[config.mk]
export PLATFORM = sky130hd
export DESIGN_NAME = fit_policy_block_allocator
export DESIGN_NICKNAME = d
export VERILOG_FILES = /design/src/rtl/fpba_pkg.sv /design/src/rtl/fpba_cell.sv /design/src/rtl/fit_policy_block_allocator.sv
export SDC_FILE = /design/constraint.sdc
export NUM_CORES = 2
export LEC_CHECK = 0
export CORE_MARGIN = 8
export CORE_UTILIZATION = 64
export DETAILED_ROUTE_END_ITERATION = 10
export DONT_BUFFER_PORTS = 1
export GPL_TIMING_DRIVEN = 0
export PLACE_DENSITY = 0.82
export SYNTH_ARGS = -nofsm -noshare
export SYNTH_HDL_FRONTEND = slang
export SYNTH_SLANG_ARGS = --single-unit
[constraint.sdc]
create_clock -name clock -period 6.3 [get_ports clock]
set_clock_uncertainty 0.05 [all_clocks]
set_input_delay 0.315 -clock clock [delete_from_list [all_inputs] [get_ports clock]]
set_output_delay 0.315 -clock clock [all_outputs]
set_load 0.01 [all_outputs]
[src/rtl/fpba_pkg.sv]
// ----------------------------------------------------------------------------
// fpba_pkg
// Types and constants shared by the fit-policy block allocator and its cells.
// ----------------------------------------------------------------------------
package fpba_pkg;

   localparam int MAX_BLOCKS_DEF = 16;
   localparam int SIZE_WIDTH_DEF = 16;
   localparam int PADDR_W        = 3;
   localparam int PDATA_W        = 32;

   localparam logic [4:0] BLOCK_COUNT_RESET = 5'd16;

   typedef enum logic [1:0] {
      FUNC_LOAD  = 2'd0,
      FUNC_ALLOC = 2'd1,
      FUNC_READ  = 2'd2,
      FUNC_NONE  = 2'd3
   } func_type;

   typedef enum logic [1:0] {
      POL_FIRST = 2'd0,
      POL_NEXT  = 2'd1,
      POL_BEST  = 2'd2,
      POL_WORST = 2'd3
   } policy_type;

   typedef enum logic {
      REG_FIT_POLICY  = 1'b0,
      REG_BLOCK_COUNT = 1'b1
   } reg_sel_type;

   typedef enum logic [2:0] {
      ST_IDLE = 3'b001,
      ST_RUN  = 3'b010,
      ST_HOLD = 3'b100
   } state_type;

   typedef struct packed {
      func_type    func;
      logic [3:0]  block_index;
      logic [15:0] size_value;
   } req_word_type;

   typedef struct packed {
      logic        granted;
      logic [3:0]  chosen_block;
      logic [15:0] hole_after;
   } rsp_word_type;

   // search word flags handed from cell to cell
   typedef struct packed {
      logic valid;
      logic found_hi;
      logic found_lo;
   } chain_ctl_type;

endpackage

[src/rtl/fpba_cell.sv]
// ----------------------------------------------------------------------------
// fpba_cell
// One block of the allocator: holds the block's hole and updates the search
// word as it passes through toward the next cell.
// ----------------------------------------------------------------------------
module fpba_cell #(
   parameter int MAX_BLOCKS = fpba_pkg::MAX_BLOCKS_DEF,
   parameter int SIZE_WIDTH = fpba_pkg::SIZE_WIDTH_DEF,
   parameter int CELL_INDEX = 0,
   localparam int IDX_W = $clog2(MAX_BLOCKS),
   localparam int CNT_W = $clog2(MAX_BLOCKS + 1)
) (
   input  logic                    clock,
   input  logic                    reset,
   input  fpba_pkg::func_type      func,
   input  fpba_pkg::policy_type    policy,
   input  logic [SIZE_WIDTH-1:0]   size,
   input  logic [IDX_W-1:0]        addr,
   input  logic [IDX_W-1:0]        start,
   input  logic [CNT_W-1:0]        count,
   input  logic                    wr_en,
   input  logic [IDX_W-1:0]        wr_idx,
   input  logic [SIZE_WIDTH-1:0]   wr_data,
   input  fpba_pkg::chain_ctl_type in_ctl,
   input  logic [IDX_W-1:0]        in_pick_hi,
   input  logic [SIZE_WIDTH-1:0]   in_hole_hi,
   input  logic [IDX_W-1:0]        in_pick_lo,
   input  logic [SIZE_WIDTH-1:0]   in_hole_lo,
   output fpba_pkg::chain_ctl_type out_ctl,
   output logic [IDX_W-1:0]        out_pick_hi,
   output logic [SIZE_WIDTH-1:0]   out_hole_hi,
   output logic [IDX_W-1:0]        out_pick_lo,
   output logic [SIZE_WIDTH-1:0]   out_hole_lo
);
   import fpba_pkg::*;

   localparam logic [IDX_W-1:0] MY_IDX = IDX_W'(CELL_INDEX);
   localparam logic [CNT_W-1:0] MY_CNT = CNT_W'(CELL_INDEX);

   logic [SIZE_WIDTH-1:0] hole_ff;

   chain_ctl_type         ctl_ff, ctl_in;
   logic [IDX_W-1:0]      pick_hi_ff, pick_hi_in, pick_lo_ff, pick_lo_in;
   logic [SIZE_WIDTH-1:0] hole_hi_ff, hole_hi_in, hole_lo_ff, hole_lo_in;

   logic fits;
   logic after_start;

   always_ff @(posedge clock) begin
      if (wr_en && (wr_idx == MY_IDX)) begin
         hole_ff <= wr_data;
      end
   end

   assign fits        = (MY_CNT < count) && (hole_ff >= size);
   assign after_start = (MY_IDX >= start);

   always_comb begin
      ctl_in     = in_ctl;
      pick_hi_in = in_pick_hi;
      hole_hi_in = in_hole_hi;
      pick_lo_in = in_pick_lo;
      hole_lo_in = in_hole_lo;
      case (func)
         FUNC_ALLOC: begin
            case (policy)
               POL_FIRST: begin
                  if (fits && !in_ctl.found_hi) begin
                     ctl_in.found_hi = 1'b1;
                     pick_hi_in      = MY_IDX;
                     hole_hi_in      = hole_ff;
                  end
               end
               POL_NEXT: begin
                  if (fits && after_start && !in_ctl.found_hi) begin
                     ctl_in.found_hi = 1'b1;
                     pick_hi_in      = MY_IDX;
                     hole_hi_in      = hole_ff;
                  end
                  if (fits && !after_start && !in_ctl.found_lo) begin
                     ctl_in.found_lo = 1'b1;
                     pick_lo_in      = MY_IDX;
                     hole_lo_in      = hole_ff;
                  end
               end
               POL_BEST: begin
                  if (fits && (!in_ctl.found_hi || (hole_ff < in_hole_hi))) begin
                     ctl_in.found_hi = 1'b1;
                     pick_hi_in      = MY_IDX;
                     hole_hi_in      = hole_ff;
                  end
               end
               POL_WORST: begin
                  if (fits && (!in_ctl.found_hi || (hole_ff > in_hole_hi))) begin
                     ctl_in.found_hi = 1'b1;
                     pick_hi_in      = MY_IDX;
                     hole_hi_in      = hole_ff;
                  end
               end
               default: begin
               end
            endcase
         end
         FUNC_READ: begin
            if (addr == MY_IDX) begin
               hole_hi_in = hole_ff;
            end
         end
         default: begin
         end
      endcase
   end

   always_ff @(posedge clock) begin
      if (reset) begin
         ctl_ff <= '0;
      end else begin
         ctl_ff <= ctl_in;
      end
   end

   always_ff @(posedge clock) begin
      pick_hi_ff <= pick_hi_in;
      hole_hi_ff <= hole_hi_in;
      pick_lo_ff <= pick_lo_in;
      hole_lo_ff <= hole_lo_in;
   end

   assign out_ctl     = ctl_ff;
   assign out_pick_hi = pick_hi_ff;
   assign out_hole_hi = hole_hi_ff;
   assign out_pick_lo = pick_lo_ff;
   assign out_hole_lo = hole_lo_ff;

endmodule

[src/rtl/fit_policy_block_allocator.sv]
// ----------------------------------------------------------------------------
// fit_policy_block_allocator
// Hole table with first, next, best and worst fit allocation over a chain
// of block cells.
// ----------------------------------------------------------------------------
//  channel  direction  handshake          payload
//  req      in         req_valid/stall    req_word  (func, block_index, size)
//  rsp      out        rsp_valid/stall    rsp_word  (granted, block, hole)
//  csr      in         psel/penable/...   fit_policy @0, block_count @4
//
//  Every word, of any func, travels the cell chain once: one cell per cycle.
//  An item goes from acceptance through the launch register, the cell chain
//  and the pending result register into the output register; the next word
//  is taken only after that load; rsp_stall may still hold that result.
//  Reset clears control, next fit pointer and registers; holes are unknown
//  until loaded.
// ----------------------------------------------------------------------------
module fit_policy_block_allocator #(
   parameter int MAX_BLOCKS = fpba_pkg::MAX_BLOCKS_DEF,
   parameter int SIZE_WIDTH = fpba_pkg::SIZE_WIDTH_DEF
) (
   input  logic                           clock,
   input  logic                           reset,
   input  logic                           req_valid,
   output logic                           req_stall,
   input  fpba_pkg::req_word_type         req_word,
   output logic                           rsp_valid,
   input  logic                           rsp_stall,
   output fpba_pkg::rsp_word_type         rsp_word,
   input  logic                           psel,
   input  logic                           penable,
   input  logic                           pwrite,
   input  logic [fpba_pkg::PADDR_W-1:0]   paddr,
   input  logic [fpba_pkg::PDATA_W-1:0]   pwdata,
   output logic [fpba_pkg::PDATA_W-1:0]   prdata,
   output logic                           pready
);
   import fpba_pkg::*;

   localparam int IDX_W = $clog2(MAX_BLOCKS);
   localparam int CNT_W = $clog2(MAX_BLOCKS + 1);

   policy_type fit_policy_ff;
   logic [4:0] block_count_ff;
   logic       cfg_write;

   state_type  state_ff, state_in;

   func_type              func_ff;
   logic [3:0]            bidx_ff;
   logic [IDX_W-1:0]      addr_ff, addr_mod;
   logic [SIZE_WIDTH-1:0] size_ff;
   logic [IDX_W-1:0]      start_ff;
   logic [CNT_W-1:0]      count_ff, count_sat;
   logic [IDX_W-1:0]      next_start_ff;
   logic                  launch_ff;
   logic                  accept;

   chain_ctl_type         chain_ctl [0:MAX_BLOCKS];
   logic [IDX_W-1:0]      chain_pick_hi [0:MAX_BLOCKS];
   logic [SIZE_WIDTH-1:0] chain_hole_hi [0:MAX_BLOCKS];
   logic [IDX_W-1:0]      chain_pick_lo [0:MAX_BLOCKS];
   logic [SIZE_WIDTH-1:0] chain_hole_lo [0:MAX_BLOCKS];
   logic [MAX_BLOCKS:0]   chain_valid;

   chain_ctl_type         exit_ctl;
   logic                  sel_found;
   logic [IDX_W-1:0]      sel_pick;
   logic [SIZE_WIDTH-1:0] sel_hole, remain;
   logic                  wr_en;
   logic [IDX_W-1:0]      wr_idx;
   logic [SIZE_WIDTH-1:0] wr_data;

   rsp_word_type          result;
   rsp_word_type          pend_ff;
   rsp_word_type          rsp_word_ff;
   logic                  rsp_valid_ff;
   logic                  rsp_load;

   // configuration port
   assign pready    = 1'b1;
   assign cfg_write = psel && penable && pwrite && pready;

   always_ff @(posedge clock) begin
      if (reset) begin
         fit_policy_ff  <= POL_FIRST;
         block_count_ff <= BLOCK_COUNT_RESET;
      end else if (cfg_write) begin
         case (reg_sel_type'(paddr[2]))
            REG_FIT_POLICY:  fit_policy_ff  <= policy_type'(pwdata[1:0]);
            REG_BLOCK_COUNT: block_count_ff <= pwdata[4:0];
            default: begin
            end
         endcase
      end
   end

   always_comb begin
      case (reg_sel_type'(paddr[2]))
         REG_FIT_POLICY:  prdata = {(PDATA_W - 2)'(0), fit_policy_ff};
         REG_BLOCK_COUNT: prdata = {(PDATA_W - 5)'(0), block_count_ff};
         default:         prdata = '0;
      endcase
   end

   // item intake
   assign req_stall = (state_ff != ST_IDLE);
   assign accept    = req_valid && (state_ff == ST_IDLE);

   always_comb begin
      if (32'(block_count_ff) > 32'(MAX_BLOCKS)) begin
         count_sat = CNT_W'(MAX_BLOCKS);
      end else begin
         count_sat = CNT_W'(block_count_ff);
      end
   end

   always_comb begin
      addr_mod = '0;
      for (int v = 0; v < 16; v++) begin
         if (req_word.block_index == 4'(v)) begin
            addr_mod = IDX_W'(v % MAX_BLOCKS);
         end
      end
   end

   always_ff @(posedge clock) begin
      if (accept) begin
         func_ff  <= req_word.func;
         bidx_ff  <= req_word.block_index;
         addr_ff  <= addr_mod;
         size_ff  <= SIZE_WIDTH'(req_word.size_value);
         count_ff <= count_sat;
         if (CNT_W'(next_start_ff) < count_sat) begin
            start_ff <= next_start_ff;
         end else begin
            start_ff <= '0;
         end
      end
   end

   always_ff @(posedge clock) begin
      if (reset) begin
         launch_ff <= 1'b0;
      end else begin
         launch_ff <= accept;
      end
   end

   // cell chain
   assign chain_ctl[0]     = '{valid: launch_ff, found_hi: 1'b0, found_lo: 1'b0};
   assign chain_pick_hi[0] = '0;
   assign chain_hole_hi[0] = '0;
   assign chain_pick_lo[0] = '0;
   assign chain_hole_lo[0] = '0;

   for (genvar i = 0; i < MAX_BLOCKS; i++) begin : g_cell
      fpba_cell #(
         .MAX_BLOCKS (MAX_BLOCKS),
         .SIZE_WIDTH (SIZE_WIDTH),
         .CELL_INDEX (i)
      ) u_cell (
         .clock       (clock),
         .reset       (reset),
         .func        (func_ff),
         .policy      (fit_policy_ff),
         .size        (size_ff),
         .addr        (addr_ff),
         .start       (start_ff),
         .count       (count_ff),
         .wr_en       (wr_en),
         .wr_idx      (wr_idx),
         .wr_data     (wr_data),
         .in_ctl      (chain_ctl[i]),
         .in_pick_hi  (chain_pick_hi[i]),
         .in_hole_hi  (chain_hole_hi[i]),
         .in_pick_lo  (chain_pick_lo[i]),
         .in_hole_lo  (chain_hole_lo[i]),
         .out_ctl     (chain_ctl[i+1]),
         .out_pick_hi (chain_pick_hi[i+1]),
         .out_hole_hi (chain_hole_hi[i+1]),
         .out_pick_lo (chain_pick_lo[i+1]),
         .out_hole_lo (chain_hole_lo[i+1])
      );
   end

   for (genvar i = 0; i <= MAX_BLOCKS; i++) begin : g_valid
      assign chain_valid[i] = chain_ctl[i].valid;
   end

   // chain exit: pick, write back, result
   assign exit_ctl  = chain_ctl[MAX_BLOCKS];
   assign sel_found = exit_ctl.found_hi || exit_ctl.found_lo;
   assign sel_pick  = exit_ctl.found_hi ? chain_pick_hi[MAX_BLOCKS]
                                        : chain_pick_lo[MAX_BLOCKS];
   assign sel_hole  = exit_ctl.found_hi ? chain_hole_hi[MAX_BLOCKS]
                                        : chain_hole_lo[MAX_BLOCKS];
   assign remain    = sel_hole - size_ff;

   always_comb begin
      wr_en   = 1'b0;
      wr_idx  = sel_pick;
      wr_data = remain;
      result  = '{granted: 1'b0, chosen_block: bidx_ff, hole_after: 16'(0)};
      case (func_ff)
         FUNC_LOAD: begin
            wr_en   = exit_ctl.valid;
            wr_idx  = addr_ff;
            wr_data = size_ff;
            result  = '{granted: 1'b1, chosen_block: 4'(addr_ff),
                        hole_after: 16'(size_ff)};
         end
         FUNC_READ: begin
            result = '{granted: 1'b1, chosen_block: 4'(addr_ff),
                       hole_after: 16'(chain_hole_hi[MAX_BLOCKS])};
         end
         FUNC_ALLOC: begin
            wr_en = exit_ctl.valid && sel_found;
            if (sel_found) begin
               result = '{granted: 1'b1, chosen_block: 4'(sel_pick),
                          hole_after: 16'(remain)};
            end else begin
               result = '{granted: 1'b0, chosen_block: 4'(0), hole_after: 16'(0)};
            end
         end
         default: begin
         end
      endcase
   end

   always_ff @(posedge clock) begin
      if (reset) begin
         next_start_ff <= '0;
      end else if (exit_ctl.valid && (func_ff == FUNC_ALLOC) && sel_found &&
                   (fit_policy_ff == POL_NEXT)) begin
         next_start_ff <= sel_pick;
      end
   end

   always_ff @(posedge clock) begin
      if (exit_ctl.valid) begin
         pend_ff <= result;
      end
   end

   // control
   assign rsp_load = (state_ff == ST_HOLD) && (!rsp_valid_ff || !rsp_stall);

   always_comb begin
      state_in = state_ff;
      case (state_ff)
         ST_IDLE: if (accept)         state_in = ST_RUN;
         ST_RUN:  if (exit_ctl.valid) state_in = ST_HOLD;
         ST_HOLD: if (rsp_load)       state_in = ST_IDLE;
         default:                     state_in = ST_IDLE;
      endcase
   end

   always_ff @(posedge clock) begin
      if (reset) begin
         state_ff <= ST_IDLE;
      end else begin
         state_ff <= state_in;
      end
   end

   // output register
   always_ff @(posedge clock) begin
      if (reset) begin
         rsp_valid_ff <= 1'b0;
      end else if (rsp_load) begin
         rsp_valid_ff <= 1'b1;
      end else if (!rsp_stall) begin
         rsp_valid_ff <= 1'b0;
      end
   end

   always_ff @(posedge clock) begin
      if (rsp_load) begin
         rsp_word_ff <= pend_ff;
      end
   end

   assign rsp_valid = rsp_valid_ff;
   assign rsp_word  = rsp_word_ff;

   // checks
   a_one_word: assert property (@(posedge clock) disable iff (reset)
      $onehot0(chain_valid))
      else $error("more than one word in the cell chain");

   a_idle_empty: assert property (@(posedge clock) disable iff (reset)
      (state_ff == ST_IDLE) |-> (chain_valid == '0))
      else $error("cell chain busy while idle");

   a_exit_run: assert property (@(posedge clock) disable iff (reset)
      exit_ctl.valid |-> (state_ff == ST_RUN))
      else $error("chain exit outside run state");

   a_write_exit: assert property (@(posedge clock) disable iff (reset)
      wr_en |-> exit_ctl.valid)
      else $error("hole write without chain exit");

   a_hold_result: assert property (@(posedge clock) disable iff (reset)
      exit_ctl.valid |=> (state_ff == ST_HOLD))
      else $error("result not held after chain exit");

endmodule
# Yosys cells after proc, flatten, opt, wreduce, memory -nomap -nowiden
# Cells that the tools add are included.
# word_totals
ff_bits	1029
in_bits	64
output_inout_bits	56
wordCells	971
# classes
add_sub_neg	1
magnitude_cmp	80
eq_ne	58
mux	440
n_bitwise	3
reduce_logical	242
# ops
op	count
two-way mux 16 bit	125
case mux 16 bit (4 select lines)	15
case mux 16 bit (2 select lines)	17
two-way mux 4 bit	120
greater-or-equal comparator 16 bit	16
greater-than comparator 16 bit	15
less-than comparator 16 bit	15
case mux 4 bit (4 select lines)	15
logical AND 1 bit	147
two-way mux 1 bit	102
equality test 4 bit, second input constant	24
case mux 32 bit (2 select lines)	1
case mux 21 bit (3 select lines)	1
case mux 1 bit (4 select lines)	15
equality test 4 x 3 -> 1 bit, second input constant	12
logical NOT 1 bit	48
less-than comparator 4 x 5 -> 1 bit, first input constant	8
two-way mux 2 bit	17
greater-or-equal comparator 4 bit, first input constant	8
logical OR 1 bit	32
equality test 4 x 2 -> 1 bit, second input constant	6
two-way mux 21 bit	1
two-way mux 3 bit	7
less-than comparator 3 x 5 -> 1 bit, first input constant	4
other kinds (29)	53

# Longest topological paths before layout
# logic_depth
ltp_word	15
ltp_mapped	16
ltp_nobuf	14

# Modules after synthesis
# A second synthesis with hierarchy kept.
# unflattened
cells_unflattened	6607
area_unflattened_um2	63779.9
# by_module_without_submodules
module	instances	cells_per_inst	area_per_inst_um2	seq_area_each_um2
fit_policy_block_allocator	1	485	5325.1	2632.5
fpba_cell at g_cell[0].u_cell	1	493	4319.1	1341.3
fpba_cell at g_cell[7].u_cell	1	431	4255.3	1341.3
fpba_cell at g_cell[5].u_cell	1	419	3857.4	1341.3
fpba_cell at g_cell[1].u_cell	1	405	3737.3	1341.3
fpba_cell at g_cell[3].u_cell	1	398	3702.3	1341.3
fpba_cell at g_cell[10].u_cell	1	398	3681.0	1341.3
fpba_cell at g_cell[13].u_cell	1	380	3657.3	1341.3
fpba_cell at g_cell[6].u_cell	1	370	3651.0	1341.3
fpba_cell at g_cell[8].u_cell	1	381	3623.5	1341.3
fpba_cell at g_cell[12].u_cell	1	383	3621.0	1341.3
fpba_cell at g_cell[14].u_cell	1	369	3578.4	1341.3
fpba_cell at g_cell[9].u_cell	1	352	3537.1	1341.3
fpba_cell at g_cell[11].u_cell	1	369	3504.6	1341.3
3 more rows	--	--	--	--

# Worst setup path after synthesis
# Ideal clock, no wire load.
# synth_timing
path_kind	flip-flop to flip-flop
startpoint	register state_ff[0]
endpoint	register addr_ff[0] (enable)
setup_time_ns	0.522
arrival_ns	3.886
t_required_ns	5.728
slack_ns	1.842
stages_incl_launch_ff	2
n_path_buf	0
synth_period_minus_slack_ns	4.458
cell_sequence	dfxtp_1 nor4bb_1
# synth_between
elab_chain_len	2
# synth_rtl
item	line_no	source
from (decl)	fit_policy_block_allocator.sv:47	state_type state_ff, state_in;
from (signal assigned)	fit_policy_block_allocator.sv:263	state_ff <= state_in;
equality test 3 x 1 -> 1 bit	fit_policy_block_allocator.sv:108	assign accept = req_valid && (state_ff == ST_IDLE);
logical AND 1 bit	fit_policy_block_allocator.sv:108	
named net accept	fit_policy_block_allocator.sv:57	logic accept;
to (signal assigned)	fit_policy_block_allocator.sv:131	addr_ff <= addr_mod;
to (decl)	fit_policy_block_allocator.sv:51	logic [IDX_W-1:0] addr_ff, addr_mod;
# The timed path passes the listed nets, and every way through them passes these cells.
# A chain may end at the register's enable or synchronous reset.

# Final worst setup path
# layout_timing
startpoint	register func_ff[0]
endpoint	register g_cell[2].u_cell.hole_hi_ff[0]
# layout_between
elab_chain_len	2
elab_cells_between_ends	3
classes_between	eq/ne (2); mux (1)
# layout_rtl
item	line_no	source
from (decl)	fit_policy_block_allocator.sv:49	func_type func_ff;
from (signal assigned)	fit_policy_block_allocator.sv:129	func_ff <= req_word.func;
equality test 2 bit or equality test 2 x 1 -> 1 bit (tied branches)	fpba_cell.sv:64	case (func)
case mux 16 bit (2 select lines) *	fpba_cell.sv:64	
named net g_cell[2].u_cell.hole_hi_in[0]	fpba_cell.sv:44	logic [SIZE_WIDTH-1:0] hole_hi_ff, hole_hi_in, hole_lo_ff, hole_lo_in;
to (signal assigned)	fpba_cell.sv:124	hole_hi_ff <= hole_hi_in;
to (decl)	fpba_cell.sv:44	
# Mark *: on every way through the listed nets, which the timed path passes. The rest lies on a longest branch.

==> summary.txt <==
STA
  – RSZ-0062 raised after global routing: false
  – Final setup violating endpoints: 0
  – FMAX: 171 MHz
  – Final min period: ~5.8 ns
  – Final cycle utilization of the critical path: 92.8%
  – Final hold violation count: 0
  – Worst-margin pin slew: around 1.6 ns
  – Slew HR: -3.86%
  – Slew Limit Fails: 39

Job
  – Number of max-cap violations: 2

CTS
  – CTS tree: built
  – CTS Root Cell: clkbuf_16
  – CTS sink cnt: 1007
  – Hold Buf Count CTS: 32
  – Skew-Pair Late Insertion Delay: 0.70 ns
  – CTS buffer count: 102
  – Htree depth: 3
  – Post-cts sizing count: 0
  – Clock transition at the registers of the reported paths: 0.07 ns
  – Bufs on Longest Clock Path: 3
  – Post-CTS setup buffer count: 0

Logic synthesis
  – Most area-consuming cells after synthesis: dfxtp_1 (27%), edfxtp_1 (20%), ha_1 (13%), mux2_2 (5.7%), a21oi_1 (3.8%)
  – YS warnings: 0
  – Synth top area share: 27.3%
  – Top cell type by total area after synthesis: dfxtp_1
  – Syn avg cell area: 10.5 um^2
  – Synth Flop Type: dfxtp_1
  – FFs w/ async S/R, synth: 0%
  – Distinct cells, synth: 88
  – Flops & latches, synth: about 1000
  – Post-synthesis sequential area ratio: roughly 48%
  – Synth Cell Area: 0.0494 mm^2
  – Syn Inst Count: 4705
  – Post-synth EDFFs: 333

Drt
  – Routed WL per cell: just under 30 um
  – Antenna viol nets, final: 0
  – Vias: 41200
  – Initial DRC count: 5863
  – # DRC: 2
  – DR pass1 iterations: 11
  – Final WL: 176 mm
  – Vias per std cell: around 6.8

Place
  – Port bufs: 0
  – Hpwl dp: between 100 and 150 mm
  – Gpl congestion: roughly 1.1
  – Placed cells: ~5800
  – DP Area: 0.0516 mm^2

Power and ir drop
  – Max IR drop VDD: 0.237 mV
  – Static Leak: 22.4 nW
  – P per Cell Area: around 280 mW/mm^2

Critical path
  – Cell mode on critical path: clkbuf_1
  – Crit-path max FO: 10
  – Critical Path Sink Type: flop
  – Arr. time, crit path: 6.39 ns
  – Crit path max-delay cell type: clkbuf_1
  – Crit path buffers/inverters: 5
  – Crit Path Category: flop to flop
  – Top delay family on crit path: buffers and inverters
  – CP Cell Sequence: inv_1 -> ha_1 -> clkbuf_1 -> inv_1 -> nor2_1 -> clkbuf_1 -> clkbuf_1 -> a21oi_1 -> o21ai_0
  – WP data required: 6.85 ns
  – Nature of the critical path startpoint: flop
  – Delay of the slowest critical-path stage: 1.01 ns

Global routing
  – First-pass GRT wire length: 253 mm
  – Antenna violations before repair: 16
  – Met1 Use GR: 48.1%
  – GRT Total Usage: 39.4%
  – Met3 Use GR: a little under an eighth
  – Most Crowded Layer GR: met2
  – Number of global-route vias before repair: 39400
  – Overflow after GRT: 0
  – Met2 Use GR: between 50% and 60%
  – Largest net degree at the start of global routing: 26

Finish
  – Most frequent cells in the layout: dfxtp_1 (674), ha_1 (518), a21oi_1 (374), edfxtp_1 (333), inv_1 (319)
  – Most common cell after layout, fill and taps aside: dfxtp_1
  – Layout cells sized above 1: between 10% and 20%
  – Cell area after layout: between 0.05 and 0.06 mm^2
  – Fin nets: 5481
  – Synthesis-to-finish area growth: 12.3%
  – Post-route insts no fill: 6032

Die
  – Full die area: 0.0863 mm^2
  – Die W: 294 um
  – CORE AREA: 0.0770 mm^2
  – Row count: approximately 100
  – I/O pins: 120
  – Die span in y: 294 um
  – Initial core utilization: about 64%

Run status
  – Outcome: complete, but fails checks
  – Failing checks: design-rule violations, max-capacitance violations, max-slew violations

Min path
  – Hold crit path type: input pin to flop
==> path summary, 6_finish.rpt <==
check                                                start                                       end  slack, ns  cells after the start
setup reg to reg                      func_ff[0]$_DFFE_PP_   g_cell[2].u_cell.out_hole_hi[0]$_DFF_P_       0.45                      9
hold / removal                                      pwrite            block_count_ff[4]$_SDFFE_PP1P_       0.03                      2
hold reg to reg   g_cell[14].u_cell.out_hole_lo[0]$_DFF_P_  g_cell[15].u_cell.out_hole_lo[0]$_DFF_P_       0.27                      0
setup / recovery                      func_ff[0]$_DFFE_PP_   g_cell[2].u_cell.out_hole_hi[0]$_DFF_P_       0.45                      9
==> synthesized netlist by cell type, drive strengths merged (112+ instances only) <==
cell and count:
ha 518, mux2 250, nor2 245, edfxtp 333, clkbuf 135, a21o 117
a22o 112, o21ai 239, a21oi 379, dfxtp 674, nand2 277, inv 331
==> final cells by class <==
cell class | count | area [um^2]
Multi-Input combinational cell | 3194 | 24000
Sequential cell | 1007 | 23500
Fill cell | 5389 | 21500
Clock buffer | 151 | 3140
Tap cell | 1040 | 1300
Inverter | 332 | 1250
Timing Repair Buffer | 63 | 911
Buffer | 198 | 880
Clock inverter | 42 | 414
Antenna cell | 5 | 12.5
==> registers in the layout, summed over array words and instances, names as in the netlist, 2 cells and up <==
name,flops
g_cell.u_cell.out_ctl,48
addr_ff,4
g_cell.u_cell.hole_ff,256
fit_policy_ff,2
size_ff,16
g_cell.u_cell.out_pick_lo,49
func_ff,2
next_start_ff,4
g_cell.u_cell.out_pick_hi,49
g_cell.u_cell.out_hole_lo,256
block_count_ff,5
rsp_word,21
bidx_ff,4
state_ff,3
start_ff,4
pend_ff,21
g_cell.u_cell.out_hole_hi,256
count_ff,5
==> stage by stage <==
step                hold WS (ns)  utilization, %  TNS (ns)  setup WS [ns]  power, W
floorplan                  0.260               -         0           1.84   0.00825
finish                    0.0268            72.0         0          0.451    0.0154
detailed placement         0.262            67.0         0           1.07   0.00904
CTS                       0.0316            72.0         0          0.851    0.0153
global placement           0.261            66.0     -3.80         -0.252   0.00891
global route              0.0531            72.0         0          0.372    0.0157
==> power breakdown <==
group / switching [W] / internal, W / leakage [nW]
Sequential: 0.000173 / 0.00696 / 8.48
Combinational: 0.00130 / 0.000629 / 12.1
Clock: 0.00270 / 0.00361 / 1.74
==> cells by family after synthesis <==
family          synth area share [%]
fa+ha+maj                       13.2
flops                           47.6
compound gates                  17.9
mux                             6.46
buf+inv                         4.31
simple gates                    10.3
xor+xnor                       0.248
other cells                   0.0152
==> layer usage <==
layer / share of wire [%] / routed length (um)
met4: 8.7 / 15400
met3: 13 / 22500
met2: 43 / 75000
met1: 36 / 62900
met5: 0.031 / 54
No activity file was read; power rests on OpenSTA's default activity.
